$ cat src/design/bsl_pkg.sv
// Boot stream loader package: shared types, codes and reset values.
// No dependencies.
`timescale 1ns / 1ps
package bsl_pkg;

	localparam int HEADER_WORDS = 12;
	localparam logic [3:0] HDR_ENTRY_HI = 4'(HEADER_WORDS - 3);
	localparam logic [3:0] HDR_ENTRY_LO = 4'(HEADER_WORDS - 2);
	localparam logic [3:0] HDR_SIZE     = 4'(HEADER_WORDS - 1);

	localparam logic [15:0] KEY_WORD_RST     = 16'h08AA;
	localparam logic [31:0] FAIL_ADDR_RST    = 32'h003D_7820;
	localparam logic [31:0] PFAIL_ADDR_RST   = 32'h003D_7800;
	localparam logic [31:0] MODE_ADDR_RST    = 32'h0000_07FC;
	localparam logic [31:0] STATUS_ADDR_RST  = 32'h003F_6000;
	localparam logic [15:0] STATUS_WORD_RST  = 16'hAAAA;

	typedef enum logic [2:0] {
		REG_KEY_WORD     = 3'd0,
		REG_FAIL_ADDR    = 3'd1,
		REG_PFAIL_ADDR   = 3'd2,
		REG_MODE_ADDR    = 3'd3,
		REG_STATUS_ADDR  = 3'd4,
		REG_STATUS_WORD  = 3'd5
	} reg_idx_t;

	typedef enum logic [1:0] {
		K_FRAME = 2'd0,
		K_ERASE = 2'd1,
		K_PROG  = 2'd2
	} kind_t;

	typedef enum logic [1:0] {
		ACT_PROGRAM = 2'd0,
		ACT_WRITE   = 2'd1,
		ACT_FINISH  = 2'd2
	} action_t;

	typedef enum logic [2:0] {
		RC_OK        = 3'd0,
		RC_ERASE     = 3'd1,
		RC_SEQ       = 3'd2,
		RC_KEY       = 3'd3,
		RC_PROG      = 3'd4
	} reply_t;

	typedef enum logic [2:0] {
		PH_ERASE   = 3'd0,
		PH_HEADER  = 3'd1,
		PH_DEST_HI = 3'd2,
		PH_DEST_LO = 3'd3,
		PH_DATA    = 3'd4,
		PH_PROG    = 3'd5,
		PH_SIZE    = 3'd6,
		PH_HALT    = 3'd7
	} phase_t;

	typedef struct packed {
		logic [15:0] key_word;
		logic [31:0] fail_address;
		logic [31:0] program_fail_address;
		logic [31:0] mode_address;
		logic [31:0] status_address;
		logic [15:0] status_word;
	} cfg_t;

	// result request from parser to emitter; burst = success sequence of six
	typedef struct packed {
		logic        valid;
		logic        burst;
		action_t     action;
		logic [31:0] address;
		logic [15:0] data;
		reply_t      code;
	} res_req_t;

endpackage

$ cat src/design/boot_stream_loader.sv
// Boot stream loader top level: config registers, parser and result register.
// Depends on bsl_pkg, bsl_cfg, bsl_parser, bsl_emitter.
//
// Usage: input items (kind, sequence_req, word, failed) arrive on a
// valid/ready channel; result items (action, address, data, reply_code,
// last) leave on a valid/ready channel. Configuration registers are written
// through cfg_we/cfg_index/cfg_data; the user must write them only while the
// block is idle, which the block itself does not enforce. Each item is taken
// into an input register and parsed in the next cycle; its result is then
// loaded into the output register once it is free, and taken from there.
// Throughput is one item per cycle unless the input stalls. Items that
// give no result keep flowing while the receiver stalls; an item that
// gives a result waits in the input register until the output register
// is free, which stalls the input after one buffered item. The success
// sequence is six result items from the output register. After any
// finish report the block ignores all items until reset. Reset restores
// register defaults and waits for the erase report; there is no clearing pass.
`timescale 1ns / 1ps
module boot_stream_loader import bsl_pkg::*; (
	input  logic        clk,
	input  logic        arst_n,
	input  logic        cfg_we,
	input  logic [2:0]  cfg_index,
	input  logic [31:0] cfg_data,
	input  logic        in_valid,
	output logic        in_ready,
	input  logic [1:0]  kind,
	input  logic [15:0] sequence_req,
	input  logic [15:0] word,
	input  logic        failed,
	output logic        out_valid,
	input  logic        out_ready,
	output logic [1:0]  action,
	output logic [31:0] address,
	output logic [15:0] data,
	output logic [2:0]  reply_code,
	output logic        last
);

	cfg_t        cfg;
	res_req_t    req;
	logic        slot_free;
	logic [31:0] entry_address;

	bsl_cfg u_cfg (
		.clk       (clk),
		.arst_n    (arst_n),
		.cfg_we    (cfg_we),
		.cfg_index (cfg_index),
		.cfg_data  (cfg_data),
		.cfg       (cfg)
	);

	bsl_parser u_parser (
		.clk           (clk),
		.arst_n        (arst_n),
		.in_valid      (in_valid),
		.in_ready      (in_ready),
		.kind          (kind),
		.sequence_req  (sequence_req),
		.word          (word),
		.failed        (failed),
		.cfg           (cfg),
		.slot_free     (slot_free),
		.req           (req),
		.entry_address (entry_address)
	);

	bsl_emitter u_emitter (
		.clk           (clk),
		.arst_n        (arst_n),
		.req           (req),
		.cfg           (cfg),
		.entry_address (entry_address),
		.slot_free     (slot_free),
		.out_valid     (out_valid),
		.out_ready     (out_ready),
		.action        (action),
		.address       (address),
		.data          (data),
		.reply_code    (reply_code),
		.last          (last)
	);

endmodule

$ cat src/design/bsl_cfg.sv
// Configuration register file of the boot stream loader.
// Depends on bsl_pkg.
`timescale 1ns / 1ps
module bsl_cfg import bsl_pkg::*; (
	input  logic        clk,
	input  logic        arst_n,
	input  logic        cfg_we,
	input  logic [2:0]  cfg_index,
	input  logic [31:0] cfg_data,
	output cfg_t        cfg
);

	cfg_t cfg_q;

	always_ff @(posedge clk or negedge arst_n) begin
		if (!arst_n) begin
			cfg_q.key_word             <= KEY_WORD_RST;
			cfg_q.fail_address         <= FAIL_ADDR_RST;
			cfg_q.program_fail_address <= PFAIL_ADDR_RST;
			cfg_q.mode_address         <= MODE_ADDR_RST;
			cfg_q.status_address       <= STATUS_ADDR_RST;
			cfg_q.status_word          <= STATUS_WORD_RST;
		end else if (cfg_we) begin
			case (cfg_index)
				REG_KEY_WORD:    cfg_q.key_word             <= cfg_data[15:0];
				REG_FAIL_ADDR:   cfg_q.fail_address         <= cfg_data;
				REG_PFAIL_ADDR:  cfg_q.program_fail_address <= cfg_data;
				REG_MODE_ADDR:   cfg_q.mode_address         <= cfg_data;
				REG_STATUS_ADDR: cfg_q.status_address       <= cfg_data;
				REG_STATUS_WORD: cfg_q.status_word          <= cfg_data[15:0];
				default: ;
			endcase
		end
	end

	assign cfg = cfg_q;

endmodule

$ cat src/design/bsl_parser.sv
// Input register and image parser state machine of the boot stream loader.
// Depends on bsl_pkg.
`timescale 1ns / 1ps
module bsl_parser import bsl_pkg::*; (
	input  logic        clk,
	input  logic        arst_n,
	input  logic        in_valid,
	output logic        in_ready,
	input  logic [1:0]  kind,
	input  logic [15:0] sequence_req,
	input  logic [15:0] word,
	input  logic        failed,
	input  cfg_t        cfg,
	input  logic        slot_free,
	output res_req_t    req,
	output logic [31:0] entry_address
);

	logic        v_s1;
	logic [1:0]  kind_s1;
	logic [15:0] seq_s1;
	logic [15:0] word_s1;
	logic        failed_s1;

	phase_t      phase_q, phase_n;
	logic [15:0] frame_count_q, frame_count_n;
	logic [3:0]  header_index_q, header_index_n;
	logic [31:0] entry_q, entry_n;
	logic [15:0] words_left_q, words_left_n;
	logic [31:0] dest_q, dest_n;
	logic [15:0] fc_inc;
	res_req_t    r;
	logic        adv;

	assign fc_inc = frame_count_q + 16'd1;

	always_comb begin
		phase_n        = phase_q;
		frame_count_n  = frame_count_q;
		header_index_n = header_index_q;
		entry_n        = entry_q;
		words_left_n   = words_left_q;
		dest_n         = dest_q;
		r              = '0;
		r.action       = ACT_FINISH;
		r.code         = RC_OK;
		case (phase_q)
			PH_ERASE: begin
				if (kind_s1 == K_ERASE) begin
					if (failed_s1) begin
						r.valid   = 1'b1;
						r.address = cfg.fail_address;
						r.code    = RC_ERASE;
						phase_n   = PH_HALT;
					end else begin
						phase_n        = PH_HEADER;
						header_index_n = 4'd0;
					end
				end
			end
			PH_PROG: begin
				if (kind_s1 == K_PROG) begin
					if (failed_s1) begin
						r.valid   = 1'b1;
						r.address = cfg.program_fail_address;
						r.code    = RC_PROG;
						phase_n   = PH_HALT;
					end else begin
						dest_n       = dest_q + 32'd1;
						words_left_n = words_left_q - 16'd1;
						phase_n      = (words_left_q == 16'd1) ? PH_SIZE : PH_DATA;
					end
				end
			end
			PH_HALT: ;
			default: begin
				if (kind_s1 == K_FRAME) begin
					frame_count_n = fc_inc;
					if (fc_inc != seq_s1) begin
						r.valid   = 1'b1;
						r.address = cfg.fail_address;
						r.code    = RC_SEQ;
						phase_n   = PH_HALT;
					end else begin
						case (phase_q)
							PH_HEADER: begin
								if (header_index_q == 4'd0 && word_s1 != cfg.key_word) begin
									r.valid   = 1'b1;
									r.address = cfg.fail_address;
									r.code    = RC_KEY;
									phase_n   = PH_HALT;
								end else begin
									if (header_index_q == HDR_ENTRY_HI)
										entry_n = {word_s1, 16'h0000};
									if (header_index_q == HDR_ENTRY_LO)
										entry_n = {entry_q[31:16], word_s1};
									header_index_n = header_index_q + 4'd1;
									if (header_index_q >= HDR_SIZE) begin
										header_index_n = 4'd0;
										if (word_s1 == 16'd0) begin
											r.valid = 1'b1;
											r.burst = 1'b1;
											phase_n = PH_HALT;
										end else begin
											words_left_n = word_s1;
											phase_n      = PH_DEST_HI;
										end
									end
								end
							end
							PH_DEST_HI: begin
								dest_n  = {word_s1, 16'h0000};
								phase_n = PH_DEST_LO;
							end
							PH_DEST_LO: begin
								dest_n  = {dest_q[31:16], word_s1};
								phase_n = PH_DATA;
							end
							PH_DATA: begin
								r.valid   = 1'b1;
								r.action  = ACT_PROGRAM;
								r.address = dest_q;
								r.data    = word_s1;
								phase_n   = PH_PROG;
							end
							PH_SIZE: begin
								if (word_s1 == 16'd0) begin
									r.valid = 1'b1;
									r.burst = 1'b1;
									phase_n = PH_HALT;
								end else begin
									words_left_n = word_s1;
									phase_n      = PH_DEST_HI;
								end
							end
							default: ;
						endcase
					end
				end
			end
		endcase
	end

	assign adv      = v_s1 && (!r.valid || slot_free);
	assign in_ready = !v_s1 || adv;

	always_comb begin
		req       = r;
		req.valid = v_s1 && r.valid;
	end

	always_ff @(posedge clk or negedge arst_n) begin
		if (!arst_n) begin
			v_s1 <= 1'b0;
		end else if (in_ready) begin
			v_s1 <= in_valid;
		end
	end

	always_ff @(posedge clk) begin
		if (in_ready && in_valid) begin
			kind_s1   <= kind;
			seq_s1    <= sequence_req;
			word_s1   <= word;
			failed_s1 <= failed;
		end
	end

	always_ff @(posedge clk or negedge arst_n) begin
		if (!arst_n) begin
			phase_q        <= PH_ERASE;
			frame_count_q  <= '0;
			header_index_q <= '0;
			entry_q        <= '0;
			words_left_q   <= '0;
			dest_q         <= '0;
		end else if (adv) begin
			phase_q        <= phase_n;
			frame_count_q  <= frame_count_n;
			header_index_q <= header_index_n;
			entry_q        <= entry_n;
			words_left_q   <= words_left_n;
			dest_q         <= dest_n;
		end
	end

	assign entry_address = entry_q;

	a_halt_sticky: assert property (@(posedge clk) disable iff (!arst_n)
		phase_q == PH_HALT |=> phase_q == PH_HALT)
		else $error("parser left halt");

	a_item_held: assert property (@(posedge clk) disable iff (!arst_n)
		v_s1 && !adv |=> v_s1 && $stable(word_s1) && $stable(seq_s1))
		else $error("stalled item lost");

	a_req_halts: assert property (@(posedge clk) disable iff (!arst_n)
		adv && r.valid && r.action == ACT_FINISH |=> phase_q == PH_HALT)
		else $error("finish without halt");

endmodule

$ cat src/design/bsl_emitter.sv
// Result register of the boot stream loader; expands the success sequence.
// Depends on bsl_pkg.
`timescale 1ns / 1ps
module bsl_emitter import bsl_pkg::*; (
	input  logic        clk,
	input  logic        arst_n,
	input  res_req_t    req,
	input  cfg_t        cfg,
	input  logic [31:0] entry_address,
	output logic        slot_free,
	output logic        out_valid,
	input  logic        out_ready,
	output logic [1:0]  action,
	output logic [31:0] address,
	output logic [15:0] data,
	output logic [2:0]  reply_code,
	output logic        last
);

	logic        valid_q;
	logic        burst_q;
	logic [2:0]  idx_q;
	logic [2:0]  idx_n;
	action_t     action_q;
	logic [31:0] address_q;
	logic [15:0] data_q;
	reply_t      code_q;
	logic        last_q;
	logic        mid_burst;

	assign mid_burst = burst_q && idx_q != 3'd5;
	assign slot_free = !valid_q || (out_ready && !mid_burst);
	assign idx_n     = idx_q + 3'd1;

	always_ff @(posedge clk or negedge arst_n) begin
		if (!arst_n) begin
			valid_q <= 1'b0;
			burst_q <= 1'b0;
			idx_q   <= '0;
		end else if (slot_free) begin
			valid_q <= req.valid;
			burst_q <= req.valid && req.burst;
			idx_q   <= '0;
		end else if (out_ready) begin
			idx_q <= idx_n;
		end
	end

	always_ff @(posedge clk) begin
		if (slot_free) begin
			if (req.burst) begin
				action_q  <= ACT_WRITE;
				address_q <= cfg.mode_address;
				data_q    <= '0;
				code_q    <= RC_OK;
				last_q    <= 1'b0;
			end else begin
				action_q  <= req.action;
				address_q <= req.address;
				data_q    <= req.data;
				code_q    <= req.code;
				last_q    <= 1'b1;
			end
		end else if (out_ready) begin
			case (idx_n)
				3'd1, 3'd2, 3'd3: begin
					action_q  <= ACT_WRITE;
					address_q <= cfg.mode_address + {29'd0, idx_n};
					data_q    <= '0;
					last_q    <= 1'b0;
				end
				3'd4: begin
					action_q  <= ACT_PROGRAM;
					address_q <= cfg.status_address;
					data_q    <= cfg.status_word;
					last_q    <= 1'b0;
				end
				default: begin
					action_q  <= ACT_FINISH;
					address_q <= entry_address;
					data_q    <= '0;
					last_q    <= 1'b1;
				end
			endcase
			code_q <= RC_OK;
		end
	end

	assign out_valid  = valid_q;
	assign action     = action_q;
	assign address    = address_q;
	assign data       = data_q;
	assign reply_code = code_q;
	assign last       = last_q;

	a_idx_range: assert property (@(posedge clk) disable iff (!arst_n)
		burst_q |-> idx_q <= 3'd5)
		else $error("burst index out of range");

	a_burst_last: assert property (@(posedge clk) disable iff (!arst_n)
		valid_q && burst_q |-> (last_q == (idx_q == 3'd5)))
		else $error("burst last flag wrong");

	a_burst_valid: assert property (@(posedge clk) disable iff (!arst_n)
		burst_q |-> valid_q)
		else $error("burst without valid");

endmodule
$ cat config.mk
export PLATFORM = sky130hd
export DESIGN_NAME = boot_stream_loader
export DESIGN_NICKNAME = d
export VERILOG_FILES = /design/src/design/bsl_pkg.sv /design/src/design/boot_stream_loader.sv /design/src/design/bsl_cfg.sv /design/src/design/bsl_parser.sv /design/src/design/bsl_emitter.sv
export SDC_FILE = /design/constraint.sdc
export NUM_CORES = 1
export LEC_CHECK = 0
export ABC_CLOCK_PERIOD_IN_PS = 5000
export BUFFER_PORTS_ARGS = -buffer_cell sky130_fd_sc_hd__buf_4
export CORE_MARGIN = 2
export CORE_UTILIZATION = 55
export CTS_BUF_LIST = sky130_fd_sc_hd__clkbuf_2
export DETAILED_ROUTE_END_ITERATION = 16
export PLACE_DENSITY = 0.73
export SLEW_MARGIN = 20
export SYNTH_ARGS = -nofsm -noshare
export SYNTH_HDL_FRONTEND = slang
export SYNTH_HIERARCHICAL = 1
export SYNTH_SLANG_ARGS = --single-unit
$ cat constraint.sdc
create_clock -name clk -period 5 [get_ports clk]
set_input_delay 0.25 -clock clk [delete_from_list [all_inputs] [get_ports clk]]
set_output_delay 0.25 -clock clk [all_outputs]
set_load 0.02 [all_outputs]
# Yosys cells after proc, flatten, opt, wreduce, memory -nomap -nowiden
# Cells that the tools add are included.
# word_totals
reg_bits	358
latch_bits	0
ram_bits	0
rom_bits	0
input_bits	75
out_inout_bits	56
word_cells	216
mem_count	0
# classes
add_sub_neg	6
mul	0
n_div	0
order_cmp	1
n_eq_ne	35
n_shift	0
muxes	92
bitwise_logic	7
reduce_logical	48
# ops
operator	n
two-way mux 32 bit	13
two-way mux 16 bit	16
case mux 32 bit (2 select lines)	4
case mux 32 bit (3 select lines)	1
case mux 16 bit (2 select lines)	2
two-way mux 3 bit	20
two-way mux 55 bit	1
adder 32 x 1 -> 32 bit, second input constant	1
adder 32 x 3 -> 32 bit	1
inequality test 16 bit	2
two-way mux 4 bit	7
AND reduction 8 bit	3
equality test 3 bit, second input constant	7
AND reduction 7 bit	3
equality test 3 x 2 -> 1 bit, second input constant	6
two-way mux 2 bit	9
case mux 3 bit (3 select lines)	2
adder 16 x 1 -> 16 bit, second input constant	1
equality test 16 x 1 -> 1 bit, second input constant	1
logical NOT 16 bit	1
subtractor 16 x 1 -> 16 bit, second input constant	1
case mux 3 bit (5 select lines)	1
AND reduction 2 bit	6
nonzero test 2 bit	6
other kinds (31)	74

# Logic depth before layout (Yosys ltp)
# Gate-level depths: netlist (run 1).
# depth
depth_word	13
ltp_mapped	16
ltp_nobuf	14

# Cells and area by module
# The synthesis (run 1) kept the hierarchy.
# by_module_without_submodules
module	n_inst	cells_each	area_per_inst_um2	seq_area_each_um2
bsl_parser	1	947	8286.7	3653.5
bsl_cfg	1	344	6103.4	4065.1
bsl_emitter	1	466	4366.7	1746.7

# Worst setup path after synthesis (run 1)
# No wires, ideal clock.
# synth_timing
kind	register to register
startpoint	register u_parser.frame_count_q[0]
endpoint	register u_parser.failed_s1 (enable)
setup_ps	431
arrival_ps	3807
required_ps	4569
slack_ps	762
stages_incl_launch_ff	10
n_path_buf	0
period_less_slack_ps	4238
path_cell_list	dfrtp_1 > ha_1 > and4_1 > nand2_1 > or3_1 > a211oi_1 > nand4_4 > a21oi_2 > nor3_1 > nor2b_1
# synth_via
elab_chain_len	10
# synth_rtl
item	line_no	source
start: declaration	bsl_parser.sv:26	logic [15:0] frame_count_q, frame_count_n;
start signal: assignment	bsl_parser.sv:179	frame_count_q <= frame_count_n;
adder 16 x 1 -> 16 bit	bsl_parser.sv:35	assign fc_inc = frame_count_q + 16'd1;
inequality test 16 bit	bsl_parser.sv:79	if (fc_inc != seq_s1) begin
two-way mux 1 bit	bsl_parser.sv:79	
two-way mux 55 bit	bsl_parser.sv:77	if (kind_s1 == K_FRAME) begin
case mux 1 bit (3 select lines)	bsl_parser.sv:47	case (phase_q)
logical NOT 1 bit	bsl_parser.sv:144	assign adv = v_s1 && (!r.valid || slot_free);
logical OR 1 bit	bsl_parser.sv:144	
logical AND 1 bit	bsl_parser.sv:144	
logical OR 1 bit	bsl_parser.sv:145	assign in_ready = !v_s1 || adv;
logical AND 1 bit	bsl_parser.sv:161	if (in_ready && in_valid) begin
end signal: assignment	bsl_parser.sv:165	failed_s1 <= failed;
end: declaration	bsl_parser.sv:23	logic failed_s1;
# No other way between the ends.
# A chain may end at the register's enable or synchronous reset.

==> impl_metrics.csv, run 1 <==
group,metric,value,unit
synth,synthSimpleGateAreaFrac,15.07,%
global_route,antenna_found_initial,3,
cts,cts_resized,0,
power,p_total,8.954,mW
synth,yosysSeqAreaShare,50.46,%
synth,synth_compound_gate_area_share,13.83,%
global_route,grt_use_total,31.95,%
floorplan,start_util,55.94,%
cells_and_area,final_layout_size_suffix_gt1_share,28.47,%
cts,cts_max_level,3,
sta,final.setup.tns,0,ns
detailed_routing,vias,15530,
synth,async_flop_share,75.14,%
synth,yosys_register_bits,358,
synth,synth_top_family_by_area,"simple AND/OR/NAND/NOR gates",
synth,synth_cells,1757,
detailed_routing,avgViaCountPerCell,6.113,
setup_path,cp.arrival,5.10,ns
setup_path,cp-end-kind,"flip-flop",
setup_path,setup.worst_path.class,"reg2reg",
cells_and_area,final_common_cell,"dfrtp_1",
placed_design,port_buffers,130,
cells_and_area,fillers,2564,
cts,clockBufferDepth,3,
detailed_routing,wl,56130,um
detailed_routing,ant_nets,0,
setup_path,path_max_fanout,49,
cells_and_area,final_cell_mix,"dfrtp_1, nand2_1, mux2_2, clkbuf_2, buf_4",
sta,worst_pin_slew,1.027,ns
cts,clock_latency,1.00,ns
sta,rsz0062_at_grt,"false",
global_route,grt_max_degree,82,
detailed_routing,drt_pass1_iterations,6,
sta,post-route-period-util,86.75,%
floorplan,die_y,188.7,um
floorplan,io_pins,131,
setup_path,cp.required,5.76,ns
worst_hold_path,hold_path_class,"in2reg",
placed_design,hpwl,34320,um
run,cap_violations,0,
power,power_density,403.6,nW/um2
global_route,globalRouteOverflowTotal,0,
power,p_leak,9.343,nW
sta,min_period,4.337,ns
sta,clock_skew,0.07938,ns
cts,cts_root_buffer,"clkbuf_2",
detailed_routing,drc,0,
setup_path,ff2ff_path_depth,13,
sta,slew_violations,0,
sta,final_hold_viol_count,0,
floorplan,die_w,188.7,um
sta,finalSetupViolCount,0,
sta,fmax,0.2306,GHz
placed_design,place_congestion,0.8976,
cells_and_area,finalNonFillerCells,2540,
global_route,grt_pass1_vias,15330,
cts,cts_tree,"done",
cts,ctsHoldBuffers,114,
synth,synth_xor_area_share,3.409,%
run_status,status,"finished clean",
synth,synth.area.mux_share,12.28,%
synth,synthAdderAreaFrac,1.174,%
cts,cts.clk_slew.worst_paths,0.09,ns
synth,synth_warnings,6,
cts,cts_setup_buffers,0,
synth,synth_ff_type,"dfrtp_1",
cts,cts_sinks,358,
cells_and_area,final_nets,2102,
cts,numCtsBuffers,93,
placed_design,dp.cells,2249,
setup_path,critPathLaunchType,"flip-flop",
sta,max_slew_margin,31.31,%
sta,whs,0.1061,ns
synth,synth-edff-count,89,
synth,syn_area,18760,um2
cells_and_area,area_growth,18.27,%
power,vdd_drop_max,267.5,uV
global_route,grt_pass1_wl,87530,um
floorplan,rows,67,
floorplan,dieArea,35600,um2
synth,yosysUniqueCellTypes,93,
synth,synth.avg_cell_area,10.68,um2
synth,syn-num-nets,1849,
worst_hold_path,hold_depth,3,
detailed_routing,first_iter_violations,1605,
detailed_routing,detail_route.wl_per_cell,22.10,um
floorplan,coreArea,33530,um2
[synthesized netlist by cell type (all sizes together), types with 20 or more instances]
master	instances	share of area [%]
nand2b	21	0.70
dfrtp	220	29
edfxtp	89	14
nand2	210	4.2
nand3	46	1.3
and2	20	0.67
buf	42	1.5
nor2	92	1.9
a21oi	88	2.4
xnor2	38	1.8
clkbuf	76	1.5
nand4	24	0.99
nor3	32	0.85
xor2	35	1.6
mux2	177	11
o21ai	121	3.2
dfstp	49	6.9
inv	33	0.66
mux2i	31	1.7
a22oi	53	2.1
nor4	26	0.98
[worst max-delay path, cell delays in order, from the launching register on]
cell,delay (ns)
dfrtp_1,0.46
ha_1,0.29
nand4_2,0.26
nor4_1,0.31
a211oi_1,0.11
or4_1,0.54
nor4_1,0.28
nand4_1,0.35
nor4b_4,0.33
buf_4,0.57
a22oi_1,0.15
nand2_1,0.11
mux2i_1,0.06
a221oi_1,0.30
[state kept, by name (all words and copies together), names as in the netlist, 2 cells and up]
name,cells
u_cfg/cfg,160
u_emitter/address,32
u_parser/dest_q,32
u_parser/entry_address,32
u_emitter/data,16
u_parser/frame_count_q,16
u_parser/seq_s1,16
u_parser/word_s1,16
u_parser/words_left_q,16
u_parser/header_index_q,4
u_emitter/idx_q,3
u_emitter/reply_code,3
u_parser/phase_q,3
u_emitter/action,2
u_parser/kind_s1,2
[metrics by stage]
| stage | utilization (%) | setup WS (ns) | area (um2) |
|---|---|---|---|
| CTS | 66.12 | 0.7239 | 22170 |
| detailed placement | 59.95 | 0.7665 | 20100 |
| finish | 66.16 | 0.6627 | 22180 |
| floorplan | - | 0.7621 | 18760 |
| global placement | 59.90 | 0.9022 | 20090 |
| global route | 66.15 | 0.2092 | 22180 |
[area by class of cell]
class,instances,area [um2],share of cell area (%)
sequential,358,9465,42.67
timing repair buffer,276,2415,10.89
tap,448,560.5,2.527
multi-input combinational,1248,8702,39.23
clock inverter,14,106.4,0.4794
antenna,2,5.005,0.02256
inverter,33,123.9,0.5584
clock buffer,161,805.8,3.632
[final timing paths]
kind / start / end / slack (ns)
worst max-delay path: u_parser/frame_count_q[0] / u_emitter/address[27] / 0.66
worst min-delay path: cfg_data[29] / u_cfg/cfg[141] / 0.11
worst max register to register: u_parser/frame_count_q[0] / u_emitter/address[27] / 0.66
worst min register to register: u_parser/entry_address[7] / u_parser/entry_address[7] / 0.49
max in group asynchronous: arst_n / u_parser/words_left_q[12] / 3.67
min in group asynchronous: arst_n / u_cfg/cfg[117] / 0.53
[power breakdown]
part,switching (mW),internal [mW],leakage (nW)
logic,1.45,1.07,4.34
clock network,1.22,0.932,0.721
registers,0.583,3.70,4.29
total,3.25,5.70,9.34
[per-layer routing]
layer / share of wire (%) / GRT usage [%] / vias to the layer above
li1: - / - / 6988
met1: 42 / 43.56 / 7662
met2: 46 / 49.94 / 780
met3: 10 / 8.009 / 95
met4: 2.2 / 11.15 / 2
met5: 0.023 / 0 / -
[kinds of logic (layout without fill, tap and decap cells)]
family,count (synthesis),in the layout
xor gates and xnor gates,73,73
muxes,208,208
and+or+nand+nor,555,555
AOI/OAI and AO/OA,394,394
adders and majority gates,17,17
DFF,358,358
buffers and inverters,151,484
other,1,3
Note: power is estimated with default switching activity, not from simulation.
==> run 2, diff against run 1 <==
Settings changed: CELL_PAD_IN_SITES_DETAIL_PLACEMENT set to 0, CELL_PAD_IN_SITES_GLOBAL_PLACEMENT set to 2, CORE_UTILIZATION 55 to 42, CTS_BUF_LIST sky130_fd_sc_hd__clkbuf_2 to sky130_fd_sc_hd__clkbuf_8, PLACE_DENSITY 0.73 to 0.82.
==> impl_metrics.csv, run 2 (synthesis gave the netlist of run 1 again) <==
group,metric,value,unit
sta,min_period,4.382,ns
cells_and_area,final_common_cell,"dfrtp_1",
floorplan,rows,77,
cells_and_area,seq_area,9465,um2
cells_and_area,area_growth,19.68,%
detailed_routing,first_iter_violations,1187,
setup_path,cp.required,5.34,ns
cts,cts_tree,"done",
floorplan,io_pins,131,
sta,max_slew_margin,31.54,%
sta,slew_violations,0,
run_status,status,"finished clean",
setup_path,critPathLaunchType,"flip-flop",
detailed_routing,ant_nets,0,
setup_path,ff2ff_setup_slack,0.62,ns
setup_path,cp-end-kind,"flip-flop",
cells_and_area,multi_input_area,8697,um2
cts,numCtsBuffers,67,
power,vdd_drop_max,212.6,uV
sta,clock_skew,0.02266,ns
setup_path,cp.arrival,4.72,ns
power,power_density,435.2,nW/um2
cells_and_area,final_cell_mix,"dfrtp_1, nand2_1, mux2_2, buf_4, o21ai_0",
cts,cts.clk_slew.worst_paths,0.06,ns
global_route,grt_use_total,25.66,%
cells_and_area,largest_reg_flops,160,
detailed_routing,drc,0,
cts,clockBufferDepth,3,
global_route,antenna_found_initial,0,
detailed_routing,drt_pass1_iterations,5,
run,cap_violations,0,
floorplan,coreArea,44120,um2
cts,cts_resized,0,
floorplan,start_util,42.51,%
placed_design,port_buffers,130,
sta,final.setup.tns,0,ns
floorplan,dieArea,46360,um2
cts,cts_root_buffer,"clkbuf_8",
sta,whs,0.1688,ns
worst_hold_path,hold_path_class,"in2reg",
power,p_leak,9.268,nW
sta,finalSetupViolCount,0,
global_route,grt_pass1_wl,90490,um
sta,fmax,0.2282,GHz
cts,clock_latency,0.63,ns
cells_and_area,final_layout_size_suffix_gt1_share,26.64,%
cells_and_area,antenna_cells,0,
sta,rsz0062_at_grt,"false",
floorplan,die_w,215.3,um
sta,post-route-period-util,87.65,%
placed_design,place_congestion,0.8537,
setup_path,path_max_fanout,60,
global_route,globalRouteOverflowTotal,0,
sta,worst_pin_slew,1.023,ns
detailed_routing,avgViaCountPerCell,5.730,
detailed_routing,wl,59020,um
cells_and_area,fillers,4044,
cells_and_area,final_nets,2040,
detailed_routing,detail_route.wl_per_cell,22.76,um
placed_design,hpwl,38040,um
cts,cts_sinks,358,
detailed_routing,vias,14860,
cts,cts_max_level,3,
global_route,grt_pass1_vias,14850,
global_route,grt_max_degree,101,
sta,final_hold_viol_count,0,
floorplan,die_y,215.3,um
setup_path,setup.worst_path.class,"reg2reg",
## run 2: changes by cell type in the layout (fill, tap and decap cells not counted), moves of 7 or more
cell,change
buf_4,+7
clkbuf_2,-161
clkinv_2,+8
inv_1,+22
dlygate4sd3_1,-43
clkbuf_8,+81
## run 2: worst paths after layout
path / from / endpoint / cells past startpoint
worst min register to register: u_parser/entry_address[10] / u_parser/entry_address[10] / 2
max in group asynchronous: arst_n / u_parser/words_left_q[7] / 3
worst min-delay path: cfg_index[1] / u_cfg/cfg[144] / 3
worst max register to register: u_parser/frame_count_q[0] / u_emitter/address[18] / 13
min in group asynchronous: arst_n / u_parser/entry_address[23] / 2
worst max-delay path: u_parser/frame_count_q[0] / u_emitter/address[18] / 13
## run 2: layout make-up
type | instances | share of cell area [%]
multi-input combinational | 1248 | 38.74
sequential | 358 | 42.16
tap | 592 | 3.300
timing repair buffer | 240 | 9.040
clock inverter | 41 | 1.237
inverter | 33 | 0.5518
clock buffer | 81 | 4.966
## run 2: repair_timing
item                      CTS  global route
hold buffers               70             0
buffers inserted            0             0
hold endpoints to repair  274             0
## run 2: metal layers
| layer | vias to the layer above | GRT usage (%) | wire length, um |
|---|---|---|---|
| li1 | 6800 | - | - |
| met1 | 7504 | 36.14 | 26760 |
| met2 | 440 | 39.04 | 26680 |
| met3 | 113 | 5.393 | 3596 |
| met4 | 0 | 9.402 | 1977 |
| met5 | - | 0 | 0 |
## run 2: worst max-delay path, stage by stage, from the launching register on
cell and delay (ns):
dfrtp_1 0.46, ha_1 0.30, nand4_2 0.24, nor4_1 0.32, a211oi_1 0.10, or4_1 0.53, nor4_1 0.29, nand4_1 0.31
nor4_2 0.57, buf_12 0.41, mux2i_1 0.24, nor2_1 0.06, a21oi_1 0.13, o21ai_0 0.09
## run 2: stage by stage
| step | total power, mW | instances | worst slack (ns) | util [%] | cell area, um2 |
|---|---|---|---|---|---|
| final | 9.770 | 2593 | 0.6175 | 50.88 | 22450 |
| after CTS | 9.828 | 2592 | 0.6409 | 50.84 | 22430 |
| after detailed placement | 6.791 | 2400 | 0.6719 | 46.09 | 20340 |
| after floorplan | 5.783 | 1757 | 0.7621 | - | 18760 |
| after global placement | 6.734 | 2400 | 0.6892 | 46.09 | 20340 |
| after global routing | 10.31 | 2593 | 0.3638 | 50.88 | 22450 |
## run 2: power by group
part           leakage (nW)  internal (mW)  switching (mW)
Clock                 0.798           1.67            1.28
Sequential             4.29           3.71           0.591
Combinational          4.18           1.05            1.46
